File: src/rtl/core/clle_pkg.sv
// Shared types, constants and helpers for the cursor linked list engine.
// No dependencies; imported by every module of the engine.
package clle_pkg;

    localparam int NODES   = 32;
    localparam int IDX_W   = $clog2(NODES);
    localparam int LINK_W  = 6;
    localparam int VAL_W   = 32;
    localparam int KIND_W  = 3;
    localparam int STAT_W  = 2;
    localparam int SLOT_W  = 5;
    localparam int LEN_W   = 6;

    localparam logic [LINK_W-1:0] NULL_LINK = 6'd63;

    localparam logic [KIND_W-1:0] KIND_INS_HEAD = 3'd0;
    localparam logic [KIND_W-1:0] KIND_INS_TAIL = 3'd1;
    localparam logic [KIND_W-1:0] KIND_INS_SORT = 3'd2;
    localparam logic [KIND_W-1:0] KIND_DEL_HEAD = 3'd3;
    localparam logic [KIND_W-1:0] KIND_DEL_TAIL = 3'd4;
    localparam logic [KIND_W-1:0] KIND_DEL_VAL  = 3'd5;

    localparam logic [STAT_W-1:0] ST_DONE   = 2'd0;
    localparam logic [STAT_W-1:0] ST_FULL   = 2'd1;
    localparam logic [STAT_W-1:0] ST_ABSENT = 2'd2;
    localparam logic [STAT_W-1:0] ST_DUP    = 2'd3;

    typedef struct packed {
        logic              load;
        logic              rd_cur;
        logic              rd_link;
        logic              rd_free;
        logic              rd_head;
        logic              advance;
        logic              alloc;
        logic              ins_w1;
        logic              ins_w2;
        logic              set_after;
        logic              give;
        logic              out_load;
        logic              st_set;
        logic [STAT_W-1:0] st_code;
    } t_cmd;

    typedef struct packed {
        logic [KIND_W-1:0] kind;
        logic              cur_node;
        logic              link_node;
        logic              free_node;
        logic              steps_done;
        logic              steps_last;
        logic              val_gt;
        logic              val_eq;
        logic              out_busy;
    } t_stat;

    function automatic logic is_node(input logic [LINK_W-1:0] x);
        return x < LINK_W'(NODES);
    endfunction

    function automatic logic [LINK_W-1:0] norm_link(input logic [LINK_W-1:0] x);
        return is_node(x) ? x : NULL_LINK;
    endfunction

    function automatic logic [LINK_W-1:0] init_link(input logic [IDX_W-1:0] a);
        logic [LINK_W-1:0] nx;
        nx = LINK_W'(a) + LINK_W'(1);
        return is_node(nx) ? nx : NULL_LINK;
    endfunction

endpackage

File: src/rtl/core/clle_dp.sv
// Datapath of the cursor linked list engine: node value and link memories,
// list and free list pointers, walk cursor and result register. Uses clle_pkg.
module clle_dp
    import clle_pkg::*;
(
    input  logic                    i_clk,
    input  logic                    i_rst_n,
    input  t_cmd                    i_cmd,
    output t_stat                   o_stat,
    input  logic [KIND_W-1:0]       i_kind,
    input  logic signed [VAL_W-1:0] i_value,
    input  logic                    i_ready,
    output logic                    o_valid,
    output logic [STAT_W-1:0]       o_status,
    output logic [SLOT_W-1:0]       o_slot,
    output logic [LEN_W-1:0]        o_length,
    output logic signed [VAL_W-1:0] o_head_value,
    output logic                    o_is_empty
);

    logic [VAL_W-1:0]  r_val_mem  [NODES];
    logic [LINK_W-1:0] r_link_mem [NODES];
    logic [NODES-1:0]  r_link_vld;
    logic [VAL_W-1:0]  r_val_q;
    logic [LINK_W-1:0] r_link_q;

    logic [KIND_W-1:0] r_kind;
    logic [VAL_W-1:0]  r_value;
    logic [LINK_W-1:0] r_cur, n_cur;
    logic [LINK_W-1:0] r_prev, n_prev;
    logic [LINK_W-1:0] r_steps, n_steps;
    logic [LINK_W-1:0] r_node;
    logic [LINK_W-1:0] r_list_head, n_list_head;
    logic [LINK_W-1:0] r_free_head, n_free_head;
    logic [LEN_W-1:0]  r_count, n_count;
    logic [STAT_W-1:0] r_status, n_status;
    logic [SLOT_W-1:0] r_slot, n_slot;
    logic              r_o_valid;

    logic              rd_en;
    logic [LINK_W-1:0] rd_ptr;
    logic              lw_en;
    logic [LINK_W-1:0] lw_ptr;
    logic [LINK_W-1:0] lw_data;
    logic [LINK_W-1:0] tgt;

    always_comb begin
        rd_ptr = r_cur;
        if (i_cmd.rd_link) begin
            rd_ptr = r_link_q;
        end else if (i_cmd.rd_free) begin
            rd_ptr = r_free_head;
        end else if (i_cmd.rd_head) begin
            rd_ptr = r_list_head;
        end
        rd_en = (i_cmd.rd_cur | i_cmd.rd_link | i_cmd.rd_free | i_cmd.rd_head)
                && is_node(rd_ptr);
    end

    always_comb begin
        tgt = (r_kind == KIND_DEL_TAIL) ? NULL_LINK : norm_link(r_link_q);
        lw_en   = 1'b0;
        lw_ptr  = r_node;
        lw_data = NULL_LINK;
        if (i_cmd.ins_w1) begin
            lw_en = 1'b1;
            case (r_kind)
                KIND_INS_HEAD: lw_data = r_list_head;
                KIND_INS_SORT: lw_data = norm_link(r_cur);
                default:       lw_data = NULL_LINK;
            endcase
        end else if (i_cmd.ins_w2) begin
            lw_en   = is_node(r_prev);
            lw_ptr  = r_prev;
            lw_data = r_node;
        end else if (i_cmd.set_after) begin
            lw_en   = is_node(r_prev);
            lw_ptr  = r_prev;
            lw_data = tgt;
        end else if (i_cmd.give) begin
            lw_en   = 1'b1;
            lw_ptr  = r_cur;
            lw_data = r_free_head;
        end
    end

    always_ff @(posedge i_clk) begin
        if (i_cmd.ins_w1) begin
            r_val_mem[r_node[IDX_W-1:0]] <= r_value;
        end
        if (lw_en) begin
            r_link_mem[lw_ptr[IDX_W-1:0]] <= lw_data;
        end
        if (rd_en) begin
            r_val_q  <= r_val_mem[rd_ptr[IDX_W-1:0]];
            r_link_q <= r_link_vld[rd_ptr[IDX_W-1:0]] ?
                        r_link_mem[rd_ptr[IDX_W-1:0]] : init_link(rd_ptr[IDX_W-1:0]);
        end
    end

    always_ff @(posedge i_clk) begin
        if (!i_rst_n) begin
            r_link_vld <= '0;
        end else if (lw_en) begin
            r_link_vld[lw_ptr[IDX_W-1:0]] <= 1'b1;
        end
    end

    always_comb begin
        n_cur       = r_cur;
        n_prev      = r_prev;
        n_steps     = r_steps;
        n_list_head = r_list_head;
        n_free_head = r_free_head;
        n_count     = r_count;
        n_status    = r_status;
        n_slot      = r_slot;
        if (i_cmd.load) begin
            n_cur    = r_list_head;
            n_prev   = NULL_LINK;
            n_steps  = '0;
            n_status = ST_DONE;
            n_slot   = '0;
        end
        if (i_cmd.advance) begin
            n_prev  = r_cur;
            n_cur   = r_link_q;
            n_steps = r_steps + LINK_W'(1);
        end
        if (i_cmd.alloc) begin
            n_free_head = r_link_q;
            n_count     = r_count + LEN_W'(1);
        end
        if (i_cmd.ins_w1) begin
            n_slot = r_node[SLOT_W-1:0];
            if (r_kind == KIND_INS_HEAD) begin
                n_list_head = r_node;
            end
        end
        if (i_cmd.ins_w2 && !is_node(r_prev)) begin
            n_list_head = r_node;
        end
        if (i_cmd.set_after && !is_node(r_prev)) begin
            n_list_head = tgt;
        end
        if (i_cmd.give) begin
            n_free_head = r_cur;
            n_count     = r_count - LEN_W'(1);
            n_slot      = r_cur[SLOT_W-1:0];
        end
        if (i_cmd.st_set) begin
            n_status = i_cmd.st_code;
        end
    end

    always_ff @(posedge i_clk) begin
        if (!i_rst_n) begin
            r_list_head <= NULL_LINK;
            r_free_head <= '0;
            r_count     <= '0;
            r_o_valid   <= 1'b0;
        end else begin
            r_list_head <= n_list_head;
            r_free_head <= n_free_head;
            r_count     <= n_count;
            if (i_cmd.out_load) begin
                r_o_valid <= 1'b1;
            end else if (i_ready) begin
                r_o_valid <= 1'b0;
            end
        end
    end

    always_ff @(posedge i_clk) begin
        r_cur    <= n_cur;
        r_prev   <= n_prev;
        r_steps  <= n_steps;
        r_status <= n_status;
        r_slot   <= n_slot;
        if (i_cmd.load) begin
            r_kind  <= i_kind;
            r_value <= i_value;
        end
        if (i_cmd.alloc) begin
            r_node <= r_free_head;
        end
        if (i_cmd.out_load) begin
            o_status     <= r_status;
            o_slot       <= r_slot;
            o_length     <= r_count;
            o_head_value <= is_node(r_list_head) ? r_val_q : '0;
            o_is_empty   <= !is_node(r_list_head);
        end
    end

    assign o_valid = r_o_valid;

    always_comb begin
        o_stat.kind       = r_kind;
        o_stat.cur_node   = is_node(r_cur);
        o_stat.link_node  = is_node(r_link_q);
        o_stat.free_node  = is_node(r_free_head);
        o_stat.steps_done = r_steps >= LINK_W'(NODES);
        o_stat.steps_last = r_steps == LINK_W'(NODES - 1);
        o_stat.val_gt     = $signed(r_value) > $signed(r_val_q);
        o_stat.val_eq     = r_value == r_val_q;
        o_stat.out_busy   = r_o_valid && !i_ready;
    end

endmodule

File: src/rtl/core/clle_ctrl.sv
// Controller of the cursor linked list engine: sequences each command
// through walk, allocate, link update and result steps. Uses clle_pkg.
module clle_ctrl
    import clle_pkg::*;
(
    input  logic  i_clk,
    input  logic  i_rst_n,
    input  logic  i_valid,
    output logic  o_ready,
    input  t_stat i_stat,
    output t_cmd  o_cmd
);

    localparam logic [3:0] S_IDLE  = 4'd0;
    localparam logic [3:0] S_DISP  = 4'd1;
    localparam logic [3:0] S_WRD   = 4'd2;
    localparam logic [3:0] S_WCHK  = 4'd3;
    localparam logic [3:0] S_DEC   = 4'd4;
    localparam logic [3:0] S_ARD   = 4'd5;
    localparam logic [3:0] S_ALLOC = 4'd6;
    localparam logic [3:0] S_W1    = 4'd7;
    localparam logic [3:0] S_W2    = 4'd8;
    localparam logic [3:0] S_SETA  = 4'd9;
    localparam logic [3:0] S_GIVE  = 4'd10;
    localparam logic [3:0] S_FIN   = 4'd11;
    localparam logic [3:0] S_HEAD  = 4'd12;

    logic [3:0] r_state, n_state;
    logic       walk_on;

    always_comb begin
        n_state = r_state;
        o_cmd   = '0;
        o_ready = 1'b0;
        walk_on = 1'b0;
        case (r_state)
            S_IDLE: begin
                o_ready = 1'b1;
                if (i_valid) begin
                    o_cmd.load = 1'b1;
                    n_state    = S_DISP;
                end
            end
            S_DISP: begin
                case (i_stat.kind)
                    KIND_INS_HEAD: n_state = S_DEC;
                    KIND_INS_TAIL, KIND_INS_SORT, KIND_DEL_VAL: n_state = S_WRD;
                    KIND_DEL_HEAD, KIND_DEL_TAIL: begin
                        if (i_stat.cur_node) begin
                            n_state = S_WRD;
                        end else begin
                            o_cmd.st_set  = 1'b1;
                            o_cmd.st_code = ST_ABSENT;
                            n_state       = S_FIN;
                        end
                    end
                    default: n_state = S_FIN;
                endcase
            end
            S_WRD: begin
                if (!i_stat.cur_node || i_stat.steps_done) begin
                    n_state = S_DEC;
                end else begin
                    o_cmd.rd_cur = 1'b1;
                    n_state      = S_WCHK;
                end
            end
            S_WCHK: begin
                case (i_stat.kind)
                    KIND_INS_TAIL: walk_on = 1'b1;
                    KIND_INS_SORT: walk_on = i_stat.val_gt;
                    KIND_DEL_VAL:  walk_on = !i_stat.val_eq;
                    KIND_DEL_TAIL: walk_on = i_stat.link_node;
                    default:       walk_on = 1'b0;
                endcase
                if (walk_on) begin
                    o_cmd.advance = 1'b1;
                    if (i_stat.link_node && !i_stat.steps_last) begin
                        o_cmd.rd_link = 1'b1;
                    end else begin
                        n_state = S_DEC;
                    end
                end else begin
                    n_state = S_DEC;
                end
            end
            S_DEC: begin
                case (i_stat.kind)
                    KIND_INS_HEAD, KIND_INS_TAIL: begin
                        if (i_stat.free_node) begin
                            n_state = S_ARD;
                        end else begin
                            o_cmd.st_set  = 1'b1;
                            o_cmd.st_code = ST_FULL;
                            n_state       = S_FIN;
                        end
                    end
                    KIND_INS_SORT: begin
                        if (i_stat.cur_node && i_stat.val_eq) begin
                            o_cmd.st_set  = 1'b1;
                            o_cmd.st_code = ST_DUP;
                            n_state       = S_FIN;
                        end else if (i_stat.free_node) begin
                            n_state = S_ARD;
                        end else begin
                            o_cmd.st_set  = 1'b1;
                            o_cmd.st_code = ST_FULL;
                            n_state       = S_FIN;
                        end
                    end
                    KIND_DEL_HEAD, KIND_DEL_TAIL: n_state = S_SETA;
                    KIND_DEL_VAL: begin
                        if (!i_stat.cur_node || !i_stat.val_eq) begin
                            o_cmd.st_set  = 1'b1;
                            o_cmd.st_code = ST_ABSENT;
                            n_state       = S_FIN;
                        end else begin
                            n_state = S_SETA;
                        end
                    end
                    default: n_state = S_FIN;
                endcase
            end
            S_ARD: begin
                o_cmd.rd_free = 1'b1;
                n_state       = S_ALLOC;
            end
            S_ALLOC: begin
                o_cmd.alloc = 1'b1;
                n_state     = S_W1;
            end
            S_W1: begin
                o_cmd.ins_w1 = 1'b1;
                n_state      = (i_stat.kind == KIND_INS_HEAD) ? S_FIN : S_W2;
            end
            S_W2: begin
                o_cmd.ins_w2 = 1'b1;
                n_state      = S_FIN;
            end
            S_SETA: begin
                o_cmd.set_after = 1'b1;
                n_state         = S_GIVE;
            end
            S_GIVE: begin
                o_cmd.give = 1'b1;
                n_state    = S_FIN;
            end
            S_FIN: begin
                o_cmd.rd_head = 1'b1;
                n_state       = S_HEAD;
            end
            S_HEAD: begin
                if (!i_stat.out_busy) begin
                    o_cmd.out_load = 1'b1;
                    n_state        = S_IDLE;
                end
            end
            default: n_state = S_IDLE;
        endcase
    end

    always_ff @(posedge i_clk) begin
        if (!i_rst_n) begin
            r_state <= S_IDLE;
        end else begin
            r_state <= n_state;
        end
    end

endmodule

File: src/rtl/core/cursor_linked_list_engine.sv
// Cursor linked list engine: one signed list in a 32-node store with a free
// list. An unused kind or a head or tail delete on an empty list goes
// straight to the result; a head insert allocates and links without a walk,
// and a head delete reads the head node only. Tail insert, sorted insert, tail
// delete and value delete read one node per cycle along the links.
// One command is in work at a time. The next is taken once the result has
// entered the output register, and a result still held there stalls the
// following command at its last step.
// Top level; uses clle_pkg, clle_ctrl and clle_dp.
module cursor_linked_list_engine
    import clle_pkg::*;
(
    input  logic                    i_clk,
    input  logic                    i_rst_n,
    input  logic                    i_valid,
    output logic                    o_ready,
    input  logic [KIND_W-1:0]       i_kind,
    input  logic signed [VAL_W-1:0] i_value,
    output logic                    o_valid,
    input  logic                    i_ready,
    output logic [STAT_W-1:0]       o_status,
    output logic [SLOT_W-1:0]       o_slot,
    output logic [LEN_W-1:0]        o_length,
    output logic signed [VAL_W-1:0] o_head_value,
    output logic                    o_is_empty
);

    t_cmd  cmd;
    t_stat stat;

    clle_ctrl u_ctrl (
        .i_clk   (i_clk),
        .i_rst_n (i_rst_n),
        .i_valid (i_valid),
        .o_ready (o_ready),
        .i_stat  (stat),
        .o_cmd   (cmd)
    );

    clle_dp u_dp (
        .i_clk        (i_clk),
        .i_rst_n      (i_rst_n),
        .i_cmd        (cmd),
        .o_stat       (stat),
        .i_kind       (i_kind),
        .i_value      (i_value),
        .i_ready      (i_ready),
        .o_valid      (o_valid),
        .o_status     (o_status),
        .o_slot       (o_slot),
        .o_length     (o_length),
        .o_head_value (o_head_value),
        .o_is_empty   (o_is_empty)
    );

endmodule
File: config.mk
export PLATFORM = sky130hd
export DESIGN_NAME = cursor_linked_list_engine
export DESIGN_NICKNAME = d
export VERILOG_FILES = /design/src/rtl/core/clle_pkg.sv /design/src/rtl/core/clle_dp.sv /design/src/rtl/core/clle_ctrl.sv /design/src/rtl/core/cursor_linked_list_engine.sv
export SDC_FILE = /design/constraint.sdc
export NUM_CORES = 2
export LEC_CHECK = 0
export BUFFER_PORTS_ARGS = -buffer_cell sky130_fd_sc_hd__buf_2
export CAP_MARGIN = 0
export CORE_ASPECT_RATIO = 1.4
export CORE_UTILIZATION = 64
export CTS_BUF_LIST = sky130_fd_sc_hd__clkbuf_4 sky130_fd_sc_hd__clkbuf_8
export DETAILED_ROUTE_END_ITERATION = 10
export GPL_ROUTABILITY_DRIVEN = 0
export GPL_TIMING_DRIVEN = 0
export PLACE_DENSITY = 0.89
export SETUP_SLACK_MARGIN = 0.2
export SLEW_MARGIN = 40
export SYNTH_ARGS = -nofsm -noshare
export SYNTH_HDL_FRONTEND = slang
export SYNTH_HIERARCHICAL = 1
export SYNTH_SLANG_ARGS = --single-unit
File: constraint.sdc
create_clock -name i_clk -period 18.7 [get_ports i_clk]
set_clock_uncertainty 0.05 [all_clocks]
set_input_delay 1.87 -clock i_clk [delete_from_list [all_inputs] [get_ports i_clk]]
set_output_delay 1.87 -clock i_clk [all_outputs]
set_load 0.005 [all_outputs]
==> out/metrics.yaml, run 1 <==
placed_cell_area_um2: 62580
ys_warn_count: 6
antenna_found_initial: 53
ys.flop_type: "edfxtp_1"
async_reset_ff_share_pct: 0
cts_setup_buffers: 0
synth.distinct_cells: 84
seq_area_frac_synth_pct: 73.07
cts-htree-levels: 4
syn_area_um2: 57640
synth.ff_latch_count: 1421
die_w_um: 255.6
pin_count: 87
hold_buffers: 0
synth_fp_nets: 4305
cts-root-buf: "clkbuf_8"
row_count: 129
cts_made_buffers: 191
grt_usage_pct: 59.17
post-dp-hpwl_mm: 138.1
grt_remaining_overflow: 4
cts-resized-gates: 0
synth-edff-count: 1366
io_buffers: 86
cts_buffer_depth: 3
stop_stage: "5_1_grt"
die_h_um: 357.1
error: "[ERROR GRT-0232] Routing congestion too high. Check the congestion heatmap in the GUI."
syn_area_per_cell_um2: 13.64
clock_sinks: 1421
initial_core_util_pct: 64.93
place_inst: 5644
synthCells: 4226
grt_max_degree: 34
status: "stopped before the end"
==> routing by layer <==
| layer | GRT usage [%] | overflow |
|---|---|---|
| met5 | 25.15 | 0 |
| met4 | 57.05 | 1 |
| met3 | 47.46 | 0 |
| met2 | 75.15 | 3 |
| met1 | 56.90 | 0 |
==> through the flow <==
| stage | setup WS [ns] | utilization, % | hold slack, ns |
|---|---|---|---|
| after floorplan | 12.28 | - | 0.3503 |
| after global placement | 8.469 | 67.08 | 0.3548 |
| after detailed placement | 10.64 | 70.49 | 0.3545 |
| after CTS | 10.41 | 74.77 | 0.3667 |
==> synthesized netlist by cell type, drive strengths merged, types with 6 or more instances <==
master	count	area share, %
a21o	16	0.21
a221o	10	0.17
o22ai	16	0.17
nand3	228	2.0
nor2b	17	0.19
or2	8	0.087
or3	9	0.098
nand3b	9	0.12
nand2b	19	0.21
nor3	13	0.12
a32oi	30	0.46
o21a	35	0.46
a311oi	112	1.7
nand2	1017	6.6
and3	139	1.5
xnor2	6	0.091
edfxtp	1366	71
ha	39	0.85
a31oi	99	1.1
nand4	19	0.21
a22oi	13	0.17
mux2i	154	2.7
and2	16	0.17
a21oi	41	0.36
dfxtp	55	1.9
a211oi	10	0.14
a22o	7	0.11
a221oi	40	0.61
o221ai	26	0.40
buf	121	1.1
mux2	32	0.64
nor3b	7	0.091
o211ai	15	0.20
inv	58	0.39
clkbuf	150	0.98
o21ai	57	0.49
nor2	146	0.95
==> logic make-up after synthesis <==
group	count (synthesis)	share of synthesized area, %
AOI/OAI and AO/OA	582	7.625
xor gates and xnor gates	9	0.1368
adders and majority gates	40	0.8813
buffers and inverters	329	2.422
DFF	1421	73.07
muxes	186	3.319
and+or+nand+nor	1659	12.55
==> inputs of run 2 (changes only) <==
CORE_ASPECT_RATIO = unset   (was 1.4)
CORE_UTILIZATION = 40   (was 64)
CTS_BUF_LIST = unset   (was sky130_fd_sc_hd__clkbuf_4 sky130_fd_sc_hd__clkbuf_8)
PLACE_DENSITY = unset   (was 0.89)
PLACE_DENSITY_LB_ADDON = 0.15   (was unset)
SETUP_SLACK_MARGIN = unset   (was 0.2)
==> out/metrics.yaml, run 2 <==
status: "complete, no violations"
synth_fp_nets: 4305  # unchanged
synth_largest_area_cell: "edfxtp_1"
worst-path-buf-inv: 6
timing.hold.ws_ns: 0.3641
die_h_um: 381.6  # +6.9%
hold_buffers: 0  # unchanged
drc: 0
ys.flop_type: "edfxtp_1"
grt_pass1_wl_mm: 284.9
first_pass_iters: 6
cts_buffer_depth: 3  # unchanged
place_inst: 6374  # +13%
wirelength_mm: 207.7
nNetsFinal: 4721
slew_viol_final: 0
die_w_um: 381.6  # +49%
yosysMostFrequentCell: "edfxtp_1"
avgViaCountPerCell: 5.881
synth-edff-count: 1366  # unchanged
drive_gt1_share_pct: 15.42
setup_tns_ns: 0
post-dp-hpwl_mm: 151.3  # +9.6%
drt-wirelength-per-cell_um: 31.17
cts-htree-levels: 4  # unchanged
final_cell_mix: "1366 x edfxtp_1, 1017 x nand2_1, 227 x nand3_1"
yosys.area.top_type_share_pct: 71.16  # unchanged
wl_met2_mm: 93.32
fillers: 12395
final_common_cell: "edfxtp_1"
grt_max_degree: 33
start_kind: "flip-flop"
period_share_pct: 48.14
synth.distinct_cells: 84  # unchanged
path_max_fanout: 15
grt_pass1_vias: 36581
critical_path_class: "flip-flop to flip-flop"
ys_warn_count: 6  # unchanged
synth_area_leaders: "edfxtp_1 71%, nand2_1 6.6%, mux2i_1 2.7%"
crit_chain: "buf_6 > ha_1 > nand2_1 > or3_1 > nor3_1 > o31ai_1 > nand4_1 > nor3b_2 > a31oi_2 > nor4_4 > nor2_1 > a211o_1 > inv_2 > buf_4 > buf_2 > buf_2 > clkbuf_1 > a31oi_1 > a221oi_1 > o221ai_1"
final_util_pct: 48.44
fmax_mhz: 111.1
largest_register_ffs: 1024
drv_cap: 0
seq_area_frac_synth_pct: 73.07  # unchanged
critPathRequiredTime_ns: 19.13
syn_area_um2: 57640  # unchanged
leakage_nw: 24.33
drtIter0Drc: 5586
ant_nets: 0
tightest_slew_ns: 0.9742
io_buffers: 86  # unchanged
pin_count: 87  # unchanged
initial_core_util_pct: 40.52  # -24 points
final_area_um2: 68920
critPathSlowestCell: "a221oi_1"
grt_usage_pct: 28.11
core_area_um2: 142300
cts-root-buf: "clkbuf_16"
cts_setup_buffers: 0  # unchanged
rsz0062_at_grt: "no"
clk_latency_ns: 0.80
relSlewSlack_pct: 35.05
critPathCaptureType: "flip-flop"
hp-class: "flip-flop to flip-flop"
cp.arrival_ns: 9.43
synth.ff_latch_count: 1421  # unchanged
die-area_um2: 145600
cp_slowest_stage_delay_ns: 0.74
met3_length_mm: 22.07
ir_worst_vdd_uv: 82.49
cpLargestDelayFamily: "simple AND/OR/NAND/NOR gates"
placed_cell_area_um2: 63820  # +2.0%
cts_made_buffers: 153  # -20%
cts_tree: "yes"
synth_commonest_cells: "1366 x edfxtp_1, 1017 x nand2_1, 228 x nand3_1"
antenna_found_initial: 10
vias: 39186
cts-resized-gates: 0  # unchanged
syn_area_per_cell_um2: 13.64  # unchanged
setup_violations: 0
synthCells: 4226  # unchanged
async_reset_ff_share_pct: 0  # unchanged
multiInputGateArea_um2: 14580
row_count: 138  # +7.0%
powerDensity_nw_per_um2: 143.0
period_minus_slack_ns: 9.002
regArea_um2: 42120
clock_sinks: 1421  # unchanged
hold_viol: 0
stdcell_count: 6663
top_layer: "met5"
path_clk_slew_ns: 0.06
area_delta_synth_final_pct: 19.57
cpMostUsedCell: "buf_2"
wirelength_met1_mm: 84.54
grt_remaining_overflow: 0
## run 2: kinds of logic after synthesis
logic type | after synthesis | share of synthesized area, %
AOI/OAI and AO/OA | 582 | 7.625
adders and majority gates | 40 | 0.8813
DFF | 1421 | 73.07
xor gates and xnor gates | 9 | 0.1368
buffers and inverters | 329 | 2.422
muxes | 186 | 3.319
and+or+nand+nor | 1659 | 12.55
## run 2: routing by layer
metal / GRT usage [%] / vias to the layer above
li1: - / 16767
met1: 39.33 / 19917
met2: 42.92 / 2141
met3: 6.328 / 353
met4: 10.10 / 8
met5: 0 / -
## run 2: worst register-to-register path, stage by stage, from the launching register on
cell	delay, ns
edfxtp_1	0.55
buf_6	0.25
ha_1	0.45
nand2_1	0.20
or3_1	0.45
nor3_1	0.65
o31ai_1	0.39
nand4_1	0.20
nor3b_2	0.48
a31oi_2	0.22
nor4_4	0.67
nor2_1	0.28
a211o_1	0.44
inv_2	0.10
buf_4	0.23
buf_2	0.60
buf_2	0.60
clkbuf_1	0.56
a31oi_1	0.30
a221oi_1	0.74
o221ai_1	0.27
## run 2: worst paths after layout
path,start,endpoint,slack (ns),depth (start not counted)
max reg2reg,u_dp/r_value[31]$_DFFE_PP_,u_dp/r_val_q[28]$_DFFE_PP_,9.70,20
min,u_dp/r_slot[3]$_DFFE_PP_,u_dp/o_slot[3]$_DFFE_PP_,0.36,0
min reg2reg,u_dp/r_slot[3]$_DFFE_PP_,u_dp/o_slot[3]$_DFFE_PP_,0.36,0
max,u_dp/r_value[31]$_DFFE_PP_,u_dp/r_val_q[28]$_DFFE_PP_,9.70,20
## run 2: cell type report
class                      count  area share, %
sequential                  1421          61.11
multi-input combinational   2476          21.15
tap                         1890          3.431
antenna                        5        0.01815
clock buffer                 185          5.836
buffer                       271          1.755
inverter                      58         0.3268
timing repair buffer         261          4.874
clock inverter                96          1.498
## run 2: stage by stage
step	setup WS [ns]	power, mW
detailed placement	9.844	6.769
finish	9.698	9.854
global placement	7.160	6.602
global route	9.500	10.11
floorplan	12.28	5.320
CTS	9.810	9.817
## run 2: power breakdown
| group | internal (mW) | switching (mW) |
|---|---|---|
| Sequential | 3.83 | 0.104 |
| Clock | 1.79 | 1.28 |
| Combinational | 0.762 | 2.09 |
| Total | 6.38 | 3.47 |
No activity file was read; power rests on OpenSTA's default activity.
